## src/sv/grr_pkg.sv

```systemverilog
// ----------------------------------------------------------------------------
// grr_pkg: shared types and constants of the glyph row rasterizer
// Register indexes, address unit operations, config and control structs.
// ----------------------------------------------------------------------------
package grr_pkg;

  localparam int DEF_MAX_GLYPH_WIDTH  = 48;
  localparam int DEF_MAX_GLYPH_HEIGHT = 62;
  localparam int DEF_ATLAS_BYTES      = 16384;

  localparam int CFG_IDX_W  = 3;
  localparam int LINE_W     = 11;
  localparam int PIX_ADDR_W = 25;

  localparam logic [CFG_IDX_W-1:0] CFG_ATLAS_WIDTH    = 3'd0;
  localparam logic [CFG_IDX_W-1:0] CFG_FONT_HEIGHT    = 3'd1;
  localparam logic [CFG_IDX_W-1:0] CFG_CLIP_HEIGHT    = 3'd2;
  localparam logic [CFG_IDX_W-1:0] CFG_PALETTE_LO     = 3'd3;
  localparam logic [CFG_IDX_W-1:0] CFG_PALETTE_MID_LO = 3'd4;
  localparam logic [CFG_IDX_W-1:0] CFG_PALETTE_MID_HI = 3'd5;
  localparam logic [CFG_IDX_W-1:0] CFG_PALETTE_HI     = 3'd6;

  localparam logic [12:0] RST_ATLAS_WIDTH = 13'd256;
  localparam logic [5:0]  RST_FONT_HEIGHT = 6'd62;
  localparam logic [8:0]  RST_CLIP_HEIGHT = 9'd320;

  localparam logic [1:0] AU_HOLD = 2'd0;
  localparam logic [1:0] AU_MUL  = 2'd1;
  localparam logic [1:0] AU_ADD  = 2'd2;

  typedef struct packed {
    logic [12:0]      atlas_width;
    logic [5:0]       font_height;
    logic [8:0]       clip_height;
    logic [3:0][63:0] palette;
  } cfg_t;

  typedef struct packed {
    logic [1:0]        op;
    logic [LINE_W-1:0] line;
    logic [11:0]       addend;
  } au_ctrl_t;

endpackage

```

## src/sv/grr_addr_unit.sv

```systemverilog
// ----------------------------------------------------------------------------
// grr_addr_unit: shared atlas pixel address unit
// Multiplies line by stride, then adds column base and per-pixel steps.
// ----------------------------------------------------------------------------
module grr_addr_unit (
  input  logic                            clk,
  input  grr_pkg::au_ctrl_t               ctrl,
  input  logic [12:0]                     stride,
  output logic [grr_pkg::PIX_ADDR_W-1:0]  pix_addr
);

  logic [grr_pkg::PIX_ADDR_W-1:0] acc_r;
  logic [grr_pkg::PIX_ADDR_W-1:0] acc_nxt;

  always_comb begin
    case (ctrl.op)
      grr_pkg::AU_MUL: acc_nxt = grr_pkg::PIX_ADDR_W'(ctrl.line) *
                                 grr_pkg::PIX_ADDR_W'(stride);
      grr_pkg::AU_ADD: acc_nxt = acc_r + grr_pkg::PIX_ADDR_W'(ctrl.addend);
      default:         acc_nxt = acc_r;
    endcase
  end

  always_ff @(posedge clk) begin
    acc_r <= acc_nxt;
  end

  assign pix_addr = acc_r;

endmodule

```

## config.mk

```make
export PLATFORM = sky130hd
export DESIGN_NAME = grr_addr_unit
export DESIGN_NICKNAME = d
export VERILOG_FILES = /design/src/sv/grr_pkg.sv /design/src/sv/grr_addr_unit.sv
export SDC_FILE = /design/constraint.sdc
export NUM_CORES = 1
export LEC_CHECK = 0
export ABC_AREA = 0
export BUFFER_PORTS_ARGS = -buffer_cell sky130_fd_sc_hd__buf_4
export CORE_UTILIZATION = 33
export CTS_BUF_LIST = sky130_fd_sc_hd__clkbuf_8
export DETAILED_ROUTE_END_ITERATION = 6
export GPL_TIMING_DRIVEN = 0
export HOLD_SLACK_MARGIN = 0.08
export PLACE_DENSITY_LB_ADDON = 0.05
export RECOVER_POWER = 100
export SLEW_MARGIN = 5
export SYNTH_ARGS = -nofsm -noshare
export SYNTH_HDL_FRONTEND = slang
export SYNTH_SLANG_ARGS = --single-unit
```

## constraint.sdc

```tcl
create_clock -name clk -period 13.4 [get_ports clk]
set_input_delay 2.01 -clock clk [delete_from_list [all_inputs] [get_ports clk]]
set_output_delay 2.01 -clock clk [all_outputs]
set_load 0.02 [all_outputs]
```

Word-level counts from Yosys, hierarchy flattened
Cells that the tools add are included.

word-level totals
  flip-flop bits (word level) = 25
  input port bits = 39
  output and inout bits = 25
  logic and storage cells = 7

cells by class
  $add $sub $neg = 1
  multiply operators = 1
  eq/ne operators = 2
  multiplexer cells = 1
  reductions and logical operators = 1

operator list
  kind                                            number
  one-hot mux 25 bit (2 select lines)             1
  adder 25 x 12 -> 25 bit                         1
  multiplier 11 x 13 -> 24 bit                    1
  == test 2 x 1 -> 1 bit (second input constant)  1
  == test 2 bit (second input constant)           1
  nonzero test 2 bit                              1

Longest topological paths before layout
Gate-level depths: netlist (run 1).

  depth after elaboration = 2
  depth in mapped cells = 20
  depth with buffers taken out = 18

Least setup slack after synthesis (run 1)
Ideal clock, no wire load.

  path kind = input port to flip-flop
  from = in ctrl[22] in the netlist's numbering
  to = reg acc_r, in the netlist pix_addr[21] (data pin)
  setup time = 276 ps
  arrival = 6,515 ps
  path slack = 6,608 ps
  stages = 18
  buffers on the path = 1
  path through = clkbuf_1 > and2_1 > fa_1 > inv_1 > fa_1 > inv_1 > fa_1 > fa_1 > inv_1 > fa_1 > inv_1 > ha_1 > a21o_1 > a21oi_1 > nand3_1 > o31ai_1 > xor2_1 > mux2i_1

between the ends
  cells in the longest elaborated chain, start to end = 2

RTL lines
  what                                 line                 text
  start, declared                      grr_addr_unit.sv:7   input grr_pkg::au_ctrl_t ctrl,
  multiplier 11 x 13 -> 24 bit         grr_addr_unit.sv:17  grr_pkg::AU_MUL: acc_nxt = grr_pkg::PIX_ADDR_W'(ctrl.line) *
  one-hot mux 25 bit (2 select lines)  grr_addr_unit.sv:16  case (ctrl.op)
  net acc_nxt (one bit)                grr_addr_unit.sv:13  logic [grr_pkg::PIX_ADDR_W-1:0] acc_nxt;
  end signal, assigned                 grr_addr_unit.sv:25  acc_r <= acc_nxt;
  end, declared                        grr_addr_unit.sv:12  logic [grr_pkg::PIX_ADDR_W-1:0] acc_r;

The timed path passes the listed nets, and every way through them passes these cells.
A chain may end at the register's enable or synchronous reset.

Worst setup path after layout (run 1)
  from = in ctrl[16] in the netlist's numbering
  to = reg acc_r, in the netlist pix_addr[16] (data pin)

The elaborated chain is that of the path after synthesis.

==> summary.md, run 1 <==
| Metric | Value |
|---|---|
| CTS H-tree depth | 1 |
| Antenna-violating nets left | 0 |
| Maximum Capacitance Violations | 0 |
| Synth Register Bits | 25 |
| R2R Setup Slk | 10.75 ns |
| Crit path to | pix_addr[16] |
| Std-Cell Core Area | 0.0202 sq mm |
| R2R Path Start | pix_addr[0] |
| Initial DRT Pass Iterations | 4 |
| Worst setup EP type | register |
| CTS clk-pin slew, worst paths | 0.09 ns |
| WL final | 17200 um |
| Global route total overflow | 0 |
| Crit start category | input pin |
| Crit Reg-Reg Endpoint | pix_addr[22] |
| Initial antenna violation count | 0 |
| Gpl congestion | 0.807 |
| Critical path data arrival time | 7.49 ns |
| Vias/cell | 4.69 |
| Top Ports | 64 |
| Post-CTS resize count | 0 |
| Leakage power | 3.55 nW |
| Power Dens Cells | 218 mW/mm^2 |
| Worst Reg2Reg Path Length in Cells | 9 |
| Post-CTS setup repair buffer count | 0 |
| Clock root buffer | clkbuf_8 |
| Post-synthesis net count | 985 |
| Worst hold path type | reg -> reg |
| Die width | 146 um |
| Post-synthesis average cell area | 8.80 sq um |
| Synth cell types | 60 |
| Vias in the first global route | 5601 |
| Bufs on Longest Clock Path | 2 |
| Largest register FFs | 25 |
| Total track usage | 0.169 |
| Ys async rst share | 0 |
| Layout cells sized above 1 | 0.0751 |
| Min Tclk post-route | 7.48 ns |
| Max-slew violations | 0 |
| Final setup margin | 5.92 ns |
| Vias | 5202 |
| Sequential area share after synthesis | 0.110 |
| Met1 usage | 0.235 |
| GR Layer Usage met3 | 0.0132 |
| CTS tree | built |
| Final hold slack | 0.637 ns |
| Critical path data required time | 13.41 ns |
| Finished Layout Cells | 1109 |
| Initial drt markers | 146 |
| # rows | 52 |
| Final hold vios | 0 |
| Die area | 0.0212 sq mm |
| VDD IR max | 91.1 uV |
| Most frequent cells in the layout | 139 x inv_1, 101 x nand2_1, 99 x fa_1, 75 x ha_1, 69 x and2_1 |
| DR WL/cell | 15.5 um |
| Status | finished clean |
| Leading cell type in the layout, fill and taps excluded | inv_1 |
| First-pass GRT wire length | 28800 um |
| P&R area growth vs syn | 10.7% |
| Busiest layer in global routing | met2 |
| Post-synth EDFFs | 25 |
| Placed insts | 1105 |
| Post-layout util | 0.372 |
| CP Max Fanout | 10 |
| Hold path startpoint | pix_addr[24] |
| Clk_lat worst skew | 0.28 ns |
| Final nets | 1053 |
| Largest net degree at the start of global routing | 26 |
| Crit Path Category | in -> reg |
| Worst Tran Pin Value | 1.03 ns |
| Critical path launch point | ctrl[16] |
| DRC violations left | 0 |
| Achievable clock frequency | 134 MHz |
| Hpwl dp | 14700 um |
| Post-place setup slack | 5.84 ns |
| Starting density of the core | 0.336 |
| Post-synth top flop | edfxtp_1 |
| Skew final | 0.00603 ns |
| CTS sink cnt | 25 |
| Final setup viols | 0 |
| Synth Instances | 772 |
| Hold Buf Count CTS | 0 |
| Port Buffers | 63 |
| TNS Setup | 0 ns |
| Relative slew margins | 0.310 |
| Antenna Diode Count | 0 |
| Area of the mapped netlist | 0.00680 sq mm |
| Die Y | 146 um |
| Final worst-path cycle share | 0.558 |
| Yosys Warn Count | 0 |
| RSZ-0062 raised after global routing | false |
| Num CTS Buffers | 3 |
| GR Util met2 | 0.294 |
[critical path, cell delays in order]
cell	delay, ns
clkbuf_1	0.21
clkbuf_1	0.46
nand2_1	0.16
fa_1	0.59
fa_1	0.45
fa_1	0.51
inv_1	0.06
fa_1	0.53
inv_1	0.06
fa_1	0.52
inv_1	0.04
ha_1	0.37
a211oi_1	0.33
nor2_1	0.11
a211oi_1	0.54
o21bai_1	0.14
xnor2_1	0.25
o22ai_1	0.13
[layout make-up]
cell class                 count  area [sq um]
fill                        2169         12700
clock buffer                   3          41.3
timing repair buffer          63           375
inverter                     138           518
clock inverter                 1          3.75
multi-input combinational    574          5360
buffer                        35           135
sequential                    25           751
tap                          270           338
[worst min path at each step]
stage | endpoint | depth (start not counted) | slack [ns]
floorplan | pix_addr[24] | 2 | 0.73
global placement | pix_addr[24] | 2 | 0.61
detailed placement | pix_addr[24] | 2 | 0.63
CTS | pix_addr[24] | 2 | 0.65
global route | pix_addr[24] | 2 | 0.66
finish | pix_addr[24] | 2 | 0.64
[cells by family (layout without fill, tap and decap cells)]
kind of cell / Yosys count / count (layout) / share of synthesized area
muxes: 15 / 15 / 0.0225
and+or+nand+nor: 234 / 234 / 0.172
buffers and inverters: 173 / 240 / 0.0963
AOI/OAI and AO/OA: 117 / 117 / 0.125
adders and majority gates: 174 / 174 / 0.430
DFF: 25 / 25 / 0.110
xor gates and xnor gates: 34 / 34 / 0.0438
[per-stage QoR]
step / power, mW / instance area (sq um)
final: 1.64 / 7520
after global routing: 1.86 / 7520
after CTS: 1.70 / 7650
after detailed placement: 1.64 / 7610
after global placement: 1.64 / 7610
after floorplan: 1.30 / 6800
[report_power, final]
| group | internal, mW | switching [mW] | leakage (nW) | total (mW) |
|---|---|---|---|---|
| logic | 0.568 | 0.831 | 3.27 | 1.40 |
| clock network | 0.0206 | 0.0264 | 0.0269 | 0.0471 |
| registers | 0.163 | 0.0320 | 0.246 | 0.195 |
| total | 0.752 | 0.890 | 3.55 | 1.64 |
[per-layer routing]
| layer | part of all wire | wire length, um | vias up |
|---|---|---|---|
| li1 | - | - | 2609 |
| met1 | 0.51 | 8740 | 2516 |
| met2 | 0.46 | 7990 | 72 |
| met3 | 0.023 | 399 | 5 |
| met4 | 0.0052 | 90 | 0 |
| met5 | 0 | 0 | - |
[cells in the mapped netlist (5+ instances only)]
cell type,instances,area share
a211oi_1,5,0.0055
a211oi_2,5,0.0092
a21o_1,12,0.013
a21oi_1,33,0.024
a31oi_1,5,0.0046
and2_1,71,0.065
and3_1,5,0.0046
clkbuf_1,30,0.017
edfxtp_1,25,0.11
fa_1,99,0.29
ha_1,75,0.14
inv_1,138,0.076
mux2i_1,13,0.019
nand2_1,101,0.056
nand3_1,11,0.0081
nor2_1,23,0.013
o21a_1,5,0.0055
o21ai_0,15,0.011
xnor2_1,26,0.034
xor2_1,8,0.010
Power figures use the tool's default switching activity.
==> run 2: changes to the inputs <==
Clock period 13.4 ns to 7.2 ns, I/O delays scaled along.
==> run 2 against run 1 <==
Compared with the run above:
- clock power rose by 86%
- register-to-register slack got worse by 6.2 ns
- global-route usage did not move
- critical path depth did not move
- hold slack barely moved
- first-iteration DRC count rose by 14%
- final cell count did not move
- combinational power rose by 86%
- sequential power rose by 86%
- core utilization barely moved
- largest power group unchanged
==> summary.md, run 2 (same netlist as run 1, synthesis figures left out) <==
| Metric | Value |
|---|---|
| Gpl congestion | 0.807 |
| TNS Setup | 0 ns |
| Clock share of power | 0.029 |
| CTS sink cnt | 25 |
| Crit start category | input pin |
| Vias | 5199 |
| Achievable clock frequency | 156 MHz |
| Num CTS Buffers | 3 |
| Die Y | 146 um |
| Share of power burned in registers | 0.118 |
| Antenna Diode Count | 0 |
| Psw | 1.66 mW |
| R2R Path Start | pix_addr[0] |
| Power Total | 3.06 mW |
| Min Tclk post-route | 6.40 ns |
| CTS tree | built |
| Critical path data arrival time | 6.41 ns |
| GR Layer Usage met3 | 0.0132 |
| CP Max Fanout | 10 |
| Global route total overflow | 0 |
| Critical path launch point | ctrl[16] |
| Bufs on Longest Clock Path | 2 |
| Relative slew margins | 0.319 |
| Worst hold path type | reg -> reg |
| Final worst-path cycle share | 0.889 |
| Leakage power | 3.55 nW |
| Die width | 146 um |
| Post-CTS resize count | 0 |
| Port Buffers | 63 |
| Vias in the first global route | 5601 |
| Switching Fraction | 0.542 |
| Crit Reg-Reg Endpoint | pix_addr[22] |
| GR Util met2 | 0.294 |
| Post-CTS setup repair buffer count | 0 |
| Most frequent cells in the layout | 139 x inv_1, 101 x nand2_1, 99 x fa_1, 75 x ha_1, 69 x and2_1 |
| Largest net degree at the start of global routing | 26 |
| First-pass GRT wire length | 28800 um |
| Vias/cell | 4.69 |
| R2R Setup Slk | 4.55 ns |
| DRC violations left | 0 |
| Worst Tran Pin Value | 1.02 ns |
| Antenna-violating nets left | 0 |
| CTS clk-pin slew, worst paths | 0.09 ns |
| Crit Path Category | in -> reg |
| Power Dens Cells | 407 mW/mm^2 |
| Met1 usage | 0.235 |
| WL final | 17200 um |
| Max-slew violations | 0 |
| VDD IR max | 169 uV |
| Layout cells sized above 1 | 0.0763 |
| Hpwl dp | 14700 um |
| Top Ports | 64 |
| CTS H-tree depth | 1 |
| Starting density of the core | 0.336 |
| Leading cell type in the layout, fill and taps excluded | inv_1 |
| P&R area growth vs syn | 10.8% |
| Worst setup EP type | register |
| Final nets | 1053 |
| Int Pwr | 1.40 mW |
| Worst Reg2Reg Path Length in Cells | 9 |
| Status | finished clean |
| Initial antenna violation count | 0 |
| Initial drt markers | 167 |
| Clk_lat worst skew | 0.28 ns |
| Die area | 0.0212 sq mm |
| Std-Cell Core Area | 0.0202 sq mm |
| Clock root buffer | clkbuf_8 |
| Post-layout util | 0.372 |
| Skew final | 0.00628 ns |
| Largest register FFs | 25 |
| Busiest layer in global routing | met2 |
| Initial DRT Pass Iterations | 4 |
| Final hold vios | 0 |
| Hold Buf Count CTS | 0 |
| DR WL/cell | 15.5 um |
| # rows | 52 |
| Maximum Capacitance Violations | 0 |
| RSZ-0062 raised after global routing | false |
| Critical path data required time | 7.21 ns |
| Total track usage | 0.169 |
| Combinational Power Share | 0.853 |
| Crit path to | pix_addr[21] |
| Final setup viols | 0 |
run 2: cell counts in the layout (fill, tap and decap cells not counted):
No cell type changed its count.
run 2: layout make-up:
type	count	area, sq um
timing repair buffer	63	375
clock inverter	1	3.75
fill	2168	12700
clock buffer	3	41.3
inverter	138	518
buffer	35	135
sequential	25	751
tap	270	338
multi-input combinational	574	5370
run 2: power by group through the flow:
| stage | clock, mW | combinational [mW] | sequential (mW) |
|---|---|---|---|
| floorplan | 0 | 1.99 | 0.425 |
| global placement | 0 | 2.68 | 0.365 |
| detailed placement | 0 | 2.69 | 0.368 |
| CTS | 0.0903 | 2.71 | 0.365 |
| global route | 0.0955 | 3.00 | 0.372 |
| finish | 0.0876 | 2.61 | 0.362 |
run 2: through the flow:
stage	area [sq um]	hold WS (ns)	setup WS (ns)	instances
floorplan	6800	0.730	1.34	772
detailed placement	7610	0.629	0.569	1105
global route	7530	0.663	0.462	1109
CTS	7650	0.651	0.880	1109
finish	7530	0.637	0.800	1109
global placement	7610	0.610	0.620	1105
run 2: critical path: stages:
cell      delay (ns)
clkbuf_1        0.21
clkbuf_1        0.46
nand2_1         0.15
fa_1            0.56
inv_1           0.05
fa_1            0.54
fa_1            0.44
fa_1            0.55
inv_1           0.06
fa_1            0.53
inv_1           0.04
ha_1            0.37
a21o_1          0.25
a21oi_1         0.39
nand3_1         0.13
o31ai_1         0.27
xor2_1          0.22
mux2i_1         0.10
run 2: worst min path at each step:
stage / start / end / slack [ns] / cells past startpoint
5_1_grt: pix_addr[24] / pix_addr[24] / 0.66 / 2
6_report: pix_addr[24] / pix_addr[24] / 0.64 / 2
3_5_place_dp: pix_addr[24] / pix_addr[24] / 0.63 / 2
2_1_floorplan: pix_addr[24] / pix_addr[24] / 0.73 / 2
3_3_place_gp: pix_addr[24] / pix_addr[24] / 0.61 / 2
4_1_cts: pix_addr[24] / pix_addr[24] / 0.65 / 2
run 2: routing by layer:
metal	share of wire	wire length [um]
met5	0	0
met2	0.46	8000
met3	0.025	431
met1	0.51	8710
met4	0.0052	90
