$ cat config.mk
export PLATFORM = sky130hd
export DESIGN_NAME = grr_seq
export DESIGN_NICKNAME = d
export VERILOG_FILES = /design/src/sv/grr_pkg.sv /design/src/sv/grr_seq.sv
export SDC_FILE = /design/constraint.sdc
export NUM_CORES = 1
export LEC_CHECK = 0
export ABC_AREA = 1
export BUFFER_PORTS_ARGS = -buffer_cell sky130_fd_sc_hd__buf_4
export CELL_PAD_IN_SITES_DETAIL_PLACEMENT = 1
export CELL_PAD_IN_SITES_GLOBAL_PLACEMENT = 1
export CORE_ASPECT_RATIO = 1.75
export CORE_MARGIN = 8
export CORE_UTILIZATION = 30
export CTS_CLUSTER_SIZE = 20
export DETAILED_ROUTE_END_ITERATION = 7
export HOLD_SLACK_MARGIN = 0.15
export PLACE_DENSITY = 0.83
export SYNTH_ARGS = -nofsm -noshare
export SYNTH_HDL_FRONTEND = slang
export SYNTH_SLANG_ARGS = --single-unit
$ cat constraint.sdc
create_clock -name clk -period 11.7 [get_ports clk]
set_input_delay 1.755 -clock clk [delete_from_list [all_inputs] [get_ports clk]]
set_output_delay 1.755 -clock clk [all_outputs]
set_load 0.01 [all_outputs]
$ cat src/sv/grr_pkg.sv
// ----------------------------------------------------------------------------
// grr_pkg: shared types and constants of the glyph row rasterizer
// Register indexes, address unit operations, config and control structs.
// ----------------------------------------------------------------------------
package grr_pkg;

  localparam int DEF_MAX_GLYPH_WIDTH  = 48;
  localparam int DEF_MAX_GLYPH_HEIGHT = 62;
  localparam int DEF_ATLAS_BYTES      = 16384;

  localparam int CFG_IDX_W  = 3;
  localparam int LINE_W     = 11;
  localparam int PIX_ADDR_W = 25;

  localparam logic [CFG_IDX_W-1:0] CFG_ATLAS_WIDTH    = 3'd0;
  localparam logic [CFG_IDX_W-1:0] CFG_FONT_HEIGHT    = 3'd1;
  localparam logic [CFG_IDX_W-1:0] CFG_CLIP_HEIGHT    = 3'd2;
  localparam logic [CFG_IDX_W-1:0] CFG_PALETTE_LO     = 3'd3;
  localparam logic [CFG_IDX_W-1:0] CFG_PALETTE_MID_LO = 3'd4;
  localparam logic [CFG_IDX_W-1:0] CFG_PALETTE_MID_HI = 3'd5;
  localparam logic [CFG_IDX_W-1:0] CFG_PALETTE_HI     = 3'd6;

  localparam logic [12:0] RST_ATLAS_WIDTH = 13'd256;
  localparam logic [5:0]  RST_FONT_HEIGHT = 6'd62;
  localparam logic [8:0]  RST_CLIP_HEIGHT = 9'd320;

  localparam logic [1:0] AU_HOLD = 2'd0;
  localparam logic [1:0] AU_MUL  = 2'd1;
  localparam logic [1:0] AU_ADD  = 2'd2;

  typedef struct packed {
    logic [12:0]      atlas_width;
    logic [5:0]       font_height;
    logic [8:0]       clip_height;
    logic [3:0][63:0] palette;
  } cfg_t;

  typedef struct packed {
    logic [1:0]        op;
    logic [LINE_W-1:0] line;
    logic [11:0]       addend;
  } au_ctrl_t;

endpackage

$ cat src/sv/grr_seq.sv
// ----------------------------------------------------------------------------
// grr_seq: row sequencer of the glyph row rasterizer
// Row setup, pixel stepping, palette lookup and the output register.
// ----------------------------------------------------------------------------
module grr_seq #(
  parameter int MAX_GLYPH_WIDTH  = grr_pkg::DEF_MAX_GLYPH_WIDTH,
  parameter int MAX_GLYPH_HEIGHT = grr_pkg::DEF_MAX_GLYPH_HEIGHT
) (
  input  logic                           clk,
  input  logic                           rst_n,
  input  grr_pkg::cfg_t                  cfg,
  input  logic                           in_valid,
  output logic                           in_ready,
  input  logic                           in_action,
  input  logic [11:0]                    in_glyph_x,
  input  logic [9:0]                     in_glyph_y,
  input  logic [5:0]                     in_glyph_width,
  input  logic [5:0]                     in_glyph_height,
  input  logic [5:0]                     in_offset_x,
  input  logic [5:0]                     in_offset_y,
  input  logic [5:0]                     in_advance_width,
  input  logic [8:0]                     in_avail_width,
  input  logic [5:0]                     in_row_number,
  input  logic [grr_pkg::PIX_ADDR_W-1:0] pix_addr,
  output grr_pkg::au_ctrl_t              au_ctrl,
  output logic                           rd_en,
  input  logic [7:0]                     rd_data,
  output logic                           out_valid,
  input  logic                           out_ready,
  output logic [15:0]                    out_pixel_color,
  output logic                           out_last_pixel,
  output logic [5:0]                     out_run_width
);

  localparam int RW = $clog2(MAX_GLYPH_WIDTH + 1);
  localparam logic [8:0] MAXW9 = 9'(MAX_GLYPH_WIDTH);
  localparam logic [8:0] MAXH9 = 9'(MAX_GLYPH_HEIGHT);

  localparam logic [2:0] S_IDLE = 3'd0;
  localparam logic [2:0] S_CALC = 3'd1;
  localparam logic [2:0] S_MUL  = 3'd2;
  localparam logic [2:0] S_BASE = 3'd3;
  localparam logic [2:0] S_RD   = 3'd4;
  localparam logic [2:0] S_PX   = 3'd5;

  logic [2:0] state_r, state_nxt;
  logic [RW-1:0] pos_r, pos_nxt;
  logic px_data_r, px_data_nxt;
  logic px_last_r, px_last_nxt;
  logic px_nib_r, px_nib_nxt;
  logic out_valid_r, out_valid_nxt;

  logic [11:0] gx_r;
  logic [9:0]  gy_r;
  logic [5:0]  gw_r, gh_r, sx_r, sy_r, adv_r, row_r;
  logic [8:0]  avail_r;
  logic [RW-1:0] run_r, de_r;
  logic gl_r;
  logic [grr_pkg::LINE_W-1:0] line_r;
  logic [15:0] color_r;
  logic last_r;
  logic [5:0] runw_r;

  logic accept;
  logic [8:0] lower, de9, run9, font9, clip9;
  logic [6:0] sy_end;
  logic gl;
  logic [grr_pkg::LINE_W-1:0] line_v;
  logic reject;
  logic [8:0] pos9;
  logic [RW:0] pos_inc;
  logic data_px, last_px;
  logic slot_free, issue, load;
  logic [3:0] nib, idx;
  logic [8:0] run_ext;

  assign accept = in_valid && in_ready && in_action;
  assign in_ready = (state_r == S_IDLE);

  always_comb begin
    font9 = 9'(cfg.font_height);
    clip9 = cfg.clip_height;
    lower = (clip9 < font9) ? clip9 : font9;
    if (lower > MAXH9) lower = MAXH9;
    de9  = 9'(sx_r) + 9'(gw_r);
    run9 = (de9 > 9'(adv_r)) ? de9 : 9'(adv_r);
    if (de9 > avail_r) begin
      de9  = avail_r;
      run9 = avail_r;
    end else if (run9 > avail_r) begin
      run9 = avail_r;
    end
    if (run9 > MAXW9) run9 = MAXW9;
    if (de9 > run9) de9 = run9;
    sy_end = 7'(sy_r) + 7'(gh_r);
    gl = (row_r >= sy_r) && (7'(row_r) < sy_end);
    line_v = grr_pkg::LINE_W'(gy_r) + (gl ? grr_pkg::LINE_W'(row_r - sy_r) : '0);
    reject = (9'(row_r) >= lower) || (9'(sx_r) >= avail_r) || (run9 == 9'd0);
  end

  always_comb begin
    pos9    = 9'(pos_r);
    pos_inc = {1'b0, pos_r} + 1'b1;
    data_px = gl_r && (pos9 >= 9'(sx_r)) && (pos9 < 9'(de_r));
    last_px = (pos_inc == {1'b0, run_r});
  end

  assign slot_free = !out_valid_r || out_ready;
  assign issue = (state_r == S_RD) || ((state_r == S_PX) && slot_free && !px_last_r);
  assign load  = (state_r == S_PX) && slot_free;
  assign rd_en = issue && data_px;

  assign nib = px_nib_r ? rd_data[3:0] : rd_data[7:4];
  assign idx = px_data_r ? nib : 4'd0;
  assign run_ext = 9'(run_r);

  always_comb begin
    state_nxt     = state_r;
    pos_nxt       = pos_r;
    px_data_nxt   = px_data_r;
    px_last_nxt   = px_last_r;
    px_nib_nxt    = px_nib_r;
    out_valid_nxt = out_valid_r;
    au_ctrl.op     = grr_pkg::AU_HOLD;
    au_ctrl.line   = line_r;
    au_ctrl.addend = gx_r;
    case (state_r)
      S_IDLE: if (accept) state_nxt = S_CALC;
      S_CALC: state_nxt = reject ? S_IDLE : S_MUL;
      S_MUL: begin
        au_ctrl.op = grr_pkg::AU_MUL;
        state_nxt  = S_BASE;
      end
      S_BASE: begin
        au_ctrl.op = grr_pkg::AU_ADD;
        pos_nxt    = '0;
        state_nxt  = S_RD;
      end
      S_RD: state_nxt = S_PX;
      S_PX: if (load && px_last_r) state_nxt = S_IDLE;
      default: state_nxt = S_IDLE;
    endcase
    if (issue) begin
      pos_nxt     = pos_inc[RW-1:0];
      px_data_nxt = data_px;
      px_last_nxt = last_px;
      px_nib_nxt  = pix_addr[0];
      if (data_px) begin
        au_ctrl.op     = grr_pkg::AU_ADD;
        au_ctrl.addend = 12'd1;
      end
    end
    if (load) begin
      out_valid_nxt = 1'b1;
    end else if (out_ready) begin
      out_valid_nxt = 1'b0;
    end
  end

  always_ff @(posedge clk) begin
    if (!rst_n) begin
      state_r     <= S_IDLE;
      pos_r       <= '0;
      px_data_r   <= 1'b0;
      px_last_r   <= 1'b0;
      px_nib_r    <= 1'b0;
      out_valid_r <= 1'b0;
    end else begin
      state_r     <= state_nxt;
      pos_r       <= pos_nxt;
      px_data_r   <= px_data_nxt;
      px_last_r   <= px_last_nxt;
      px_nib_r    <= px_nib_nxt;
      out_valid_r <= out_valid_nxt;
    end
  end

  always_ff @(posedge clk) begin
    if (accept) begin
      gx_r    <= in_glyph_x;
      gy_r    <= in_glyph_y;
      gw_r    <= in_glyph_width;
      gh_r    <= in_glyph_height;
      sx_r    <= in_offset_x;
      sy_r    <= in_offset_y;
      adv_r   <= in_advance_width;
      avail_r <= in_avail_width;
      row_r   <= in_row_number;
    end
    if (state_r == S_CALC) begin
      run_r  <= run9[RW-1:0];
      de_r   <= de9[RW-1:0];
      gl_r   <= gl;
      line_r <= line_v;
    end
    if (load) begin
      color_r <= cfg.palette[idx[3:2]][{idx[1:0], 4'b0000} +: 16];
      last_r  <= px_last_r;
      runw_r  <= run_ext[5:0];
    end
  end

  assign out_valid       = out_valid_r;
  assign out_pixel_color = color_r;
  assign out_last_pixel  = last_r;
  assign out_run_width   = runw_r;

`ifndef SYNTH
  a_rd_in_px: assert property (@(posedge clk) disable iff (!rst_n)
    rd_en |-> (state_r == S_RD || state_r == S_PX))
    else $error("atlas read outside pixel stepping");

  a_out_from_px: assert property (@(posedge clk) disable iff (!rst_n)
    $rose(out_valid_r) |-> $past(state_r) == S_PX)
    else $error("output transfer raised outside pixel stepping");

  a_pos_bound: assert property (@(posedge clk) disable iff (!rst_n)
    (state_r == S_PX) |-> (pos_r <= run_r))
    else $error("pixel position beyond run");

  a_last_idle: assert property (@(posedge clk) disable iff (!rst_n)
    (state_r == S_PX && px_last_r && slot_free) |=> (state_r == S_IDLE && out_last_pixel))
    else $error("row did not finish after last pixel");
`endif

endmodule

-- Word-level counts from Yosys, hierarchy flattened
Cells that the tools add are included.
W data, S select, Z words.
- latch bits: 0
- register bits: 127
- memory bits (writable): 0
- word-level logic and storage cells: 96
- bits in read-only memories: 0
- input port bits: 389
- memories kept: 0
- output and inout bits: 51
- bitwise operators: 0
- add/subtract/negate cells: 5
- equal/unequal tests: 8
- reductions and logical operators: 20
- shifts and indexed selects: 1
- muxes and demuxes: 26
- divide/modulo/power cells: 0
- multipliers: 0
- magnitude comparators: 14
- operators with widths (kind ; count):
    $bmux W64 S2 ; 1
    $mux W64 ; 1
    $shiftx A64 B7 Y16 ; 1
    $mux W9 ; 6
    $mux W12 ; 2
    $ge A6 B9 Y1 ; 2
    $gt A7 B9 Y1 ; 2
    $gt A9 B6 Y1 const B ; 2
    $mux W6 ; 3
    $pmux W3 S6 ; 1
    $add A6 B6 Y7 ; 2
    $ge A6 B6 Y1 ; 2
    $add A10 B11 Y11 ; 1
    $mux W11 ; 1
    $gt A9 B9 Y1 ; 1
    $logic_and A1 B1 Y1 ; 9
    $logic_not A9 Y1 ; 1
    $lt A9 B6 Y1 ; 1
    $mux W4 ; 2
    $add A6 B1 Y7 const B ; 1
    $eq A7 B6 Y1 ; 1
    $gt A7 B6 Y1 ; 1
    $lt A6 B7 Y1 ; 1
    $mux W7 ; 1
    16 further kinds ; 28

-- Depth between registers and ports, before layout
Gate-level depths: netlist of run 1.
- word-level depth: 12
- gate-level depth with buffers: 47
- mapped depth without buffers: 46

-- Worst setup path after synthesis of run 1
OpenSTA, ideal clock, no wires.
- path type: input to register
- from: input in_valid
- to: register adv_r[0] (enable)
- stages on the path: 2
- data arrival time: 8.189 ns
- path buffers: 0
- slack: 2.853 ns
- setup time: 0.657 ns
- required time: 11.043 ns
- cell sequence: inv_1 -> nor4_1
- longest elaborated chain between the ends: 2
- ends and longest elaborated chain (what ; RTL line ; source):
    from (decl) ; grr_seq.sv:12 ; input logic in_valid,
    $logic_and A1 B1 Y1 (2 in a row) ; grr_seq.sv:77 ; assign accept = in_valid && in_ready && in_action;
    net accept ; grr_seq.sv:64 ; logic accept;
    to (signal assigned) ; grr_seq.sv:186 ; adv_r <= in_advance_width;
    to (decl) ; grr_seq.sv:55 ; logic [5:0] gw_r, gh_r, sx_r, sy_r, adv_r, row_r;
The timed path passes the listed nets, and every way through them passes these cells.
A chain may end at the register's enable or synchronous reset.

-- Final worst setup path of run 1
- from: register sx_r[0]
- to: register de_r[0] (data pin)
- longest elaborated chain between the ends: 10
- elaborated cells on any way between the ends: 12
- classes of those cells: add/sub: 1; order compare: 5; mux: 6
- ends and longest elaborated chain (what ; RTL line ; source):
    from (decl) ; grr_seq.sv:55 ;
    from (signal assigned) ; grr_seq.sv:184 ; sx_r <= in_offset_x;
    $add A6 B6 Y7 * ; grr_seq.sv:85 ; de9 = 9'(sx_r) + 9'(gw_r);
    $gt A7 B6 Y1 ; grr_seq.sv:86 ; run9 = (de9 > 9'(adv_r)) ? de9 : 9'(adv_r);
    $mux W7 ; grr_seq.sv:86 ;
    $gt A7 B9 Y1 ; grr_seq.sv:90 ; end else if (run9 > avail_r) begin
    $mux W9 ; grr_seq.sv:90 ;
    $mux W9 ; grr_seq.sv:87 ; if (de9 > avail_r) begin
    $gt A9 B6 Y1 ; grr_seq.sv:93 ; if (run9 > MAXW9) run9 = MAXW9;
    $mux W9 ; grr_seq.sv:93 ;
    $gt A9 B9 Y1 ; grr_seq.sv:94 ; if (de9 > run9) de9 = run9;
    $mux W6 * ; grr_seq.sv:94 ;
    net de9[0] ; grr_seq.sv:65 ; logic [8:0] lower, de9, run9, font9, clip9;
    to (signal assigned) ; grr_seq.sv:192 ; de_r <= de9[RW-1:0];
    to (decl) ; grr_seq.sv:57 ; logic [RW-1:0] run_r, de_r;
Mark *: on every way through the listed nets, which the timed path passes. The rest lies on a longest branch.

==> results of run 1 <==
==> cells in the final DEF, fill, tap and decap left out, types with 4 or more instances in the layout <==
cell type	n
nor2_1	57
ha_1	91
a21oi_1	97
nand3_1	26
nor3_1	6
dfxtp_1	13
inv_1	222
o21ai_0	166
inv_2	6
o21ai_1	7
xor2_1	10
nor3_2	5
edfxtp_1	114
xnor2_1	9
nand4_1	12
or2_2	4
nor2_2	4
mux2i_1	32
o21a_1	4
fa_1	4
a211oi_1	6
nand2_1	187
buf_4	413
conb_1	5
o221ai_1	33
o211ai_1	20
nand2_2	14
clkbuf_16	17
==> sequential cells by signal (all words and copies together), names as in the netlist, 9 cells and up <==
name / count
gx_r: 12
line_r: 11
out_pixel_color: 16
gy_r: 10
avail_r: 9
==> power by group <==
part	internal (mW)	total (mW)	switching [mW]
sequential	0.544	0.562	0.0181
combinational	0.216	0.490	0.274
clock	0.317	0.542	0.225
==> kinds of logic (layout without fill, tap and decap cells) <==
group	count (synthesis)	in the layout	share of synthesized area (%)
compound gates	352	352	20.26
simple gates	333	333	14.86
buf+inv	279	673	10.76
flops	127	127	36.95
fa+ha+maj	95	95	12.22
mux	32	32	3.213
xor+xnor	19	19	1.669
other cells	2	8	0.07533
==> how the worst min path moves through the flow <==
stage | start | end | slack (ps) | cells past startpoint
after floorplan | px_last_r | out_last_pixel | 430 | 0
after global placement | px_last_r | out_last_pixel | 460 | 0
after detailed placement | px_data_r | px_data_r | 470 | 2
after CTS | px_data_r | px_data_r | 480 | 2
after global routing | px_last_r | out_last_pixel | 500 | 0
final | px_data_r | px_data_r | 480 | 2
==> layout make-up <==
class | instances | area [sq um]
Antenna cell | 3 | 7.507
Multi-Input combinational cell | 836 | 5261
Inverter | 228 | 855.8
Sequential cell | 127 | 3684
Fill cell | 3993 | 18810
Clock inverter | 15 | 160.2
Tap cell | 405 | 506.7
Timing Repair Buffer | 413 | 3100
Clock buffer | 17 | 425.4
==> through the flow <==
step | utilization, % | worst slack [ps] | hold slack (ps) | power (mW) | instance area, sq um
after floorplan | - | 2853 | 430.8 | 0.8485 | 9981
after global placement | 40.86 | 5258 | 455.0 | 1.027 | 13410
final | 42.67 | 4582 | 478.6 | 1.594 | 14000
after global routing | 42.66 | 4048 | 495.7 | 1.684 | 14000
after CTS | 42.65 | 4618 | 478.4 | 1.616 | 13990
after detailed placement | 40.86 | 4792 | 469.0 | 1.059 | 13410
==> worst max-delay path, delay by kind of cell, from the launching register on <==
family,cells,cell delay (ps)
xor+xnor,1,500
simple gates,24,2180
flops,1,410
buf+inv,4,320
fa+ha+maj,5,1680
compound gates,7,1800
==> routing by layer <==
metal  vias up  GRT usage, %  part of all wire, %
li1       5001             -                    -
met1      4905         17.32                   32
met2       386         40.96                   55
met3        92         6.865                  7.3
met4         6         11.59                  5.1
met5         -             0                0.098
==> metrics.csv, run 1 <==
metric,value,unit
placedCellCount,2009,
status,"complete, no violations",
dp_hpwl,34740,um
drt_first_pass_iters,4,
yosysWarningCount,0,
startpoint_type,register,
finalClockSkew,6.554,ps
p_leak,7.042,nW
power_density,113.8,nW/um^2
crit_top_cell,nand2_1,
synth_area_leaders,"edfxtp_1 (34%), ha_1 (11%), inv_1 (8.4%)",
worstReg2RegStart,sx_r[0],
synth_top_area_share,34.34,%
ff2ff_setup_slack,4580,ps
synthCells,1239,
grt_overflow,0,
maxCapViolCount,0,
fmax,140.5,MHz
hold_viol,0,
crit_required,11890,ps
syn_to_final_growth,40.44,%
synth_area_leader_cell,edfxtp_1,
cp-end-kind,register,
final_cells,2044,
die_y,257.2,um
drtAntennaViolNets,0,
grt_util_all_layers,20.65,%
layout_min_cycle_time,7118,ps
ys.flop_type,edfxtp_1,
grt_pass1_vias,11459,
syn_avg_cell_area,8.046,sq um
worst_ep_arrival_time,7300,ps
synth_cell_types,51,
cts_setup_buffers,0,
vias,10390,
htreeDepth,4,
port_buffers,402,
slowest_delay,640,ps
timing.critical_path.from,sx_r[0],
netlist_area,9970,sq um
setup_viol,0,
drt_wl_total,41940,um
rsz0062_at_grt,no,
drt_iter0_drc,316,
synth_enable_flop_cells,114,
drive_above_1_share,30.13,%
antenna_found_initial,6,
async_flop_share,0,%
irDropWorstVdd,0.0001391,V
wl_per_cell,20.52,um
initial_utilization,30.38,%
path_clk_slew,60,ps
clk_latency,430,ps
ys_ff_latch,127,
cts_sinks,127,
routed_via_density,5.083,
synth_most_common_cell,inv_1,
yosys-top-cells-count,"inv_1 (222), nand2_1 (187), o21ai_0 (166)",
crit_end,de_r[0],
tightestPinTransition,873.5,ps
grt_pass1_wl,62390,um
crit_type,register to register,
reg2regPathDepth,41,
cts_tree,built,
r2r_end,de_r[0],
cts_buffers,17,
grt_max_degree,88,
ios,440,
gp_congestion,0.8886,
tns,0,ps
critPathSlowestCell,o22ai_1,
crit_fanout,12,
rows,88,
drc,0,
period_share,60.84,%
cts-root-buf,clkbuf_16,
die-area,39550,sq um
clk_path_buf_depth,2,
nets,2107,
min_path_type,register to register,
cts_repair_resize_count,0,
seq_area_frac_synth,36.95,%
slew_viol_final,0,
max_slew_margin,41.77,%
core,32810,sq um
cts_hold_buffers,0,
die_w,153.8,um
No activity file was read; power rests on OpenSTA's default activity.
==> run 2, diff against run 1 <==
--- a/config.mk
+++ b/config.mk
@@ -5,7 +5,7 @@
 export SDC_FILE = /design/constraint.sdc
 export NUM_CORES = 1
 export LEC_CHECK = 0
-export ABC_AREA = 1
+export ABC_AREA = 0
 export BUFFER_PORTS_ARGS = -buffer_cell sky130_fd_sc_hd__buf_4
 export CELL_PAD_IN_SITES_DETAIL_PLACEMENT = 1
 export CELL_PAD_IN_SITES_GLOBAL_PLACEMENT = 1
@@ -15,7 +15,7 @@
 export CTS_CLUSTER_SIZE = 20
 export DETAILED_ROUTE_END_ITERATION = 7
 export HOLD_SLACK_MARGIN = 0.15
-export PLACE_DENSITY = 0.83
+export PLACE_DENSITY = 0.8
 export SYNTH_ARGS = -nofsm -noshare
 export SYNTH_HDL_FRONTEND = slang
 export SYNTH_SLANG_ARGS = --single-unit
==> constraint.sdc (replaced) <==
create_clock -name clk -period 7 [get_ports clk]
set_input_delay 1.05 -clock clk [delete_from_list [all_inputs] [get_ports clk]]
set_output_delay 1.05 -clock clk [all_outputs]
set_load 0.01 [all_outputs]
==> run 2 against run 1 <==
Net effect:
- register-to-register slack worse by 4200 ps
- largest power group unchanged
- clock power is 57% higher
- die area is 3.8% lower
- final cell count is 19% lower
- power is 53% higher
- critical endpoint is now de_r[3]
- non-clock buffer count is 9 higher
- sequential cell count stayed put
==> metrics.csv, run 2 <==
metric,value,unit,change
cts_sinks,127,,unchanged
post-route-util,43.48,%,+0.81 points
yosys-top-cells-count,"edfxtp_1 (114), ha_1 (91), nand2_1 (69)",,
die_w,150.9,um,-1.9%
drtAntennaViolNets,0,,unchanged
antenna_found_initial,5,,-1
grt_max_degree,65,,-26%
grt_overflow,0,,unchanged
power_density,179.0,nW/um^2,+57%
setup_viol,0,,unchanged
maxCapViolCount,0,,unchanged
timing.critical_path.from,sx_r[0],,
worst_ep_arrival_time,6740,ps,-560 ps
synth_top_area_share,35.84,%,+1.5 points
seq_area_frac_synth,38.56,%,+1.6 points
clk_latency,440,ps,about the same
crit_type,register to register,,
port_buffers,402,,unchanged
irDropWorstVdd,0.0001641,V,+18%
synth_area_leader_cell,edfxtp_1,,
synth_cell_types,72,,+41%
initial_utilization,30.40,%,about the same
slowest_delay,390,ps,-250 ps
total_power,2.445,mW,+53%
max_slew_margin,25.40,%,-16 points
largest_register_ff_count,16,,unchanged
dp_slack,241.0,ps,-4551 ps
worstReg2RegStart,sx_r[0],,
synth_most_common_cell,edfxtp_1,,
cts_tree,built,,
nets,1729,,-18%
ff2ff_setup_slack,420,ps,-4160 ps
hold_path_startpoint,run_r[3],,
layout_min_cycle_time,6576,ps,-542.2 ps
synth_area_leaders,"edfxtp_1 (36%), mux4_2 (15%), ha_1 (12%)",,
dp_hpwl,34150,um,-1.7%
gp_congestion,0.8533,,-4.0%
cp_num_buf_inv,2,,-2
cts-root-buf,clkbuf_16,,
cts_buffers,17,,unchanged
final_cell_mix,"buf_4 (422), edfxtp_1 (114), ha_1 (91)",,
tns,0,ps,unchanged
die-area,38030,sq um,-3.8%
finalClockSkew,9.349,ps,+2.794 ps
layout_commonest_cell,buf_4,,
crit_required,7170,ps,-4720 ps
crit_top_cell,ha_1,,
routed_via_density,5.322,,+4.7%
drc,0,,unchanged
grt_pass1_vias,9853,,-14%
fmax,152.1,MHz,+8.2%
rows,86,,-2.3%
worst_slack,424.0,ps,-4158 ps
htreeDepth,4,,unchanged
clk_path_buf_depth,2,,unchanged
grt_pass1_wl,57550,um,-7.8%
p_leak,6.125,nW,-13%
hold_viol,0,,unchanged
syn_avg_cell_area,11.48,sq um,+43%
vias,8819,,-15%
synth_enable_flop_cells,114,,unchanged
drt_wl_total,40710,um,-2.9%
rsz0062_at_grt,no,,
ios,440,,unchanged
drt_iter0_drc,338,,+7.0%
netlist_area,9552,sq um,-4.2%
ys_ff_latch,127,,unchanged
crit_family,compound AO/OA/AOI/OAI gates,,
drt_first_pass_iters,4,,unchanged
startpoint_type,register,,
status,"complete, no violations",,
ys.flop_type,edfxtp_1,,
min_path_type,register to register,,
syn_to_final_growth,43.03,%,
drive_above_1_share,43.08,%,+13 points
wl_per_cell,24.57,um,+20%
core,31420,sq um,-4.2%
die_y,252.0,um,-2.0%
tightestPinTransition,1112,ps,+238.9 ps
crit_fanout,10,,-2
synthCells,832,,-33%
grt_util_all_layers,20.66,%,about the same
critPathSlowestCell,edfxtp_1,,
yosysWarningCount,0,,unchanged
slew_viol_final,0,,unchanged
path_clk_slew,60,ps,about the same
cts_hold_buffers,0,,unchanged
period_share,93.94,%,+33 points
cp-end-kind,register,,
async_flop_share,0,%,unchanged
run 2: per-stage QoR:
| stage | hold slack (ps) | cell area [sq um] | cells |
|---|---|---|---|
| after floorplan | 447.1 | 9563 | 835 |
| after global placement | 459.2 | 13070 | 1621 |
| after detailed placement | 459.8 | 13070 | 1621 |
| after CTS | 473.6 | 13620 | 1653 |
| after global routing | 494.3 | 13650 | 1654 |
| final | 477.5 | 13660 | 1657 |
run 2: layer usage:
metal | GRT usage, % | routed length [um]
met5 | 0 | 43
met4 | 10.71 | 1763
met2 | 39.59 | 22050
met3 | 7.320 | 4012
met1 | 18.08 | 12840
run 2: power by group:
part           switching (mW)  internal (mW)  leakage (nW)
combinational           0.330          0.362          4.71
clock                   0.364          0.485         0.257
sequential             0.0228          0.881          1.16
run 2: worst paths after layout:
check / to / cells after the start
max: de_r[3] / 29
min: out_run_width[3] / 0
max reg2reg: de_r[3] / 29
min reg2reg: out_run_width[3] / 0
run 2: cell type report:
class	count	area, sq um
inverters	59	224.0
well taps	396	495.5
clock inverters	14	121.4
flip-flops and latches	127	3684
fillers	3510	17760
clock buffers	18	429.2
multi-input cells	618	5533
repair buffers	422	3168
diodes	3	7.507
run 2: timing repair:
item | CTS | global route
setup endpoints to repair | 0 | 6
hold endpoints to repair | 0 | 0
setup buffers | 0 | 1
gates resized for setup | 0 | 6
run 2: kinds of logic (layout without fill, tap and decap cells):
logic type	after synthesis	after routing	share of synthesized area [%]
fa+ha+maj	95	95	12.76
flops	127	127	38.56
simple gates	216	216	11.44
other cells	2	8	0.07863
buf+inv	90	513	4.021
xor+xnor	24	24	2.201
compound gates	201	201	14.37
mux	77	77	16.57
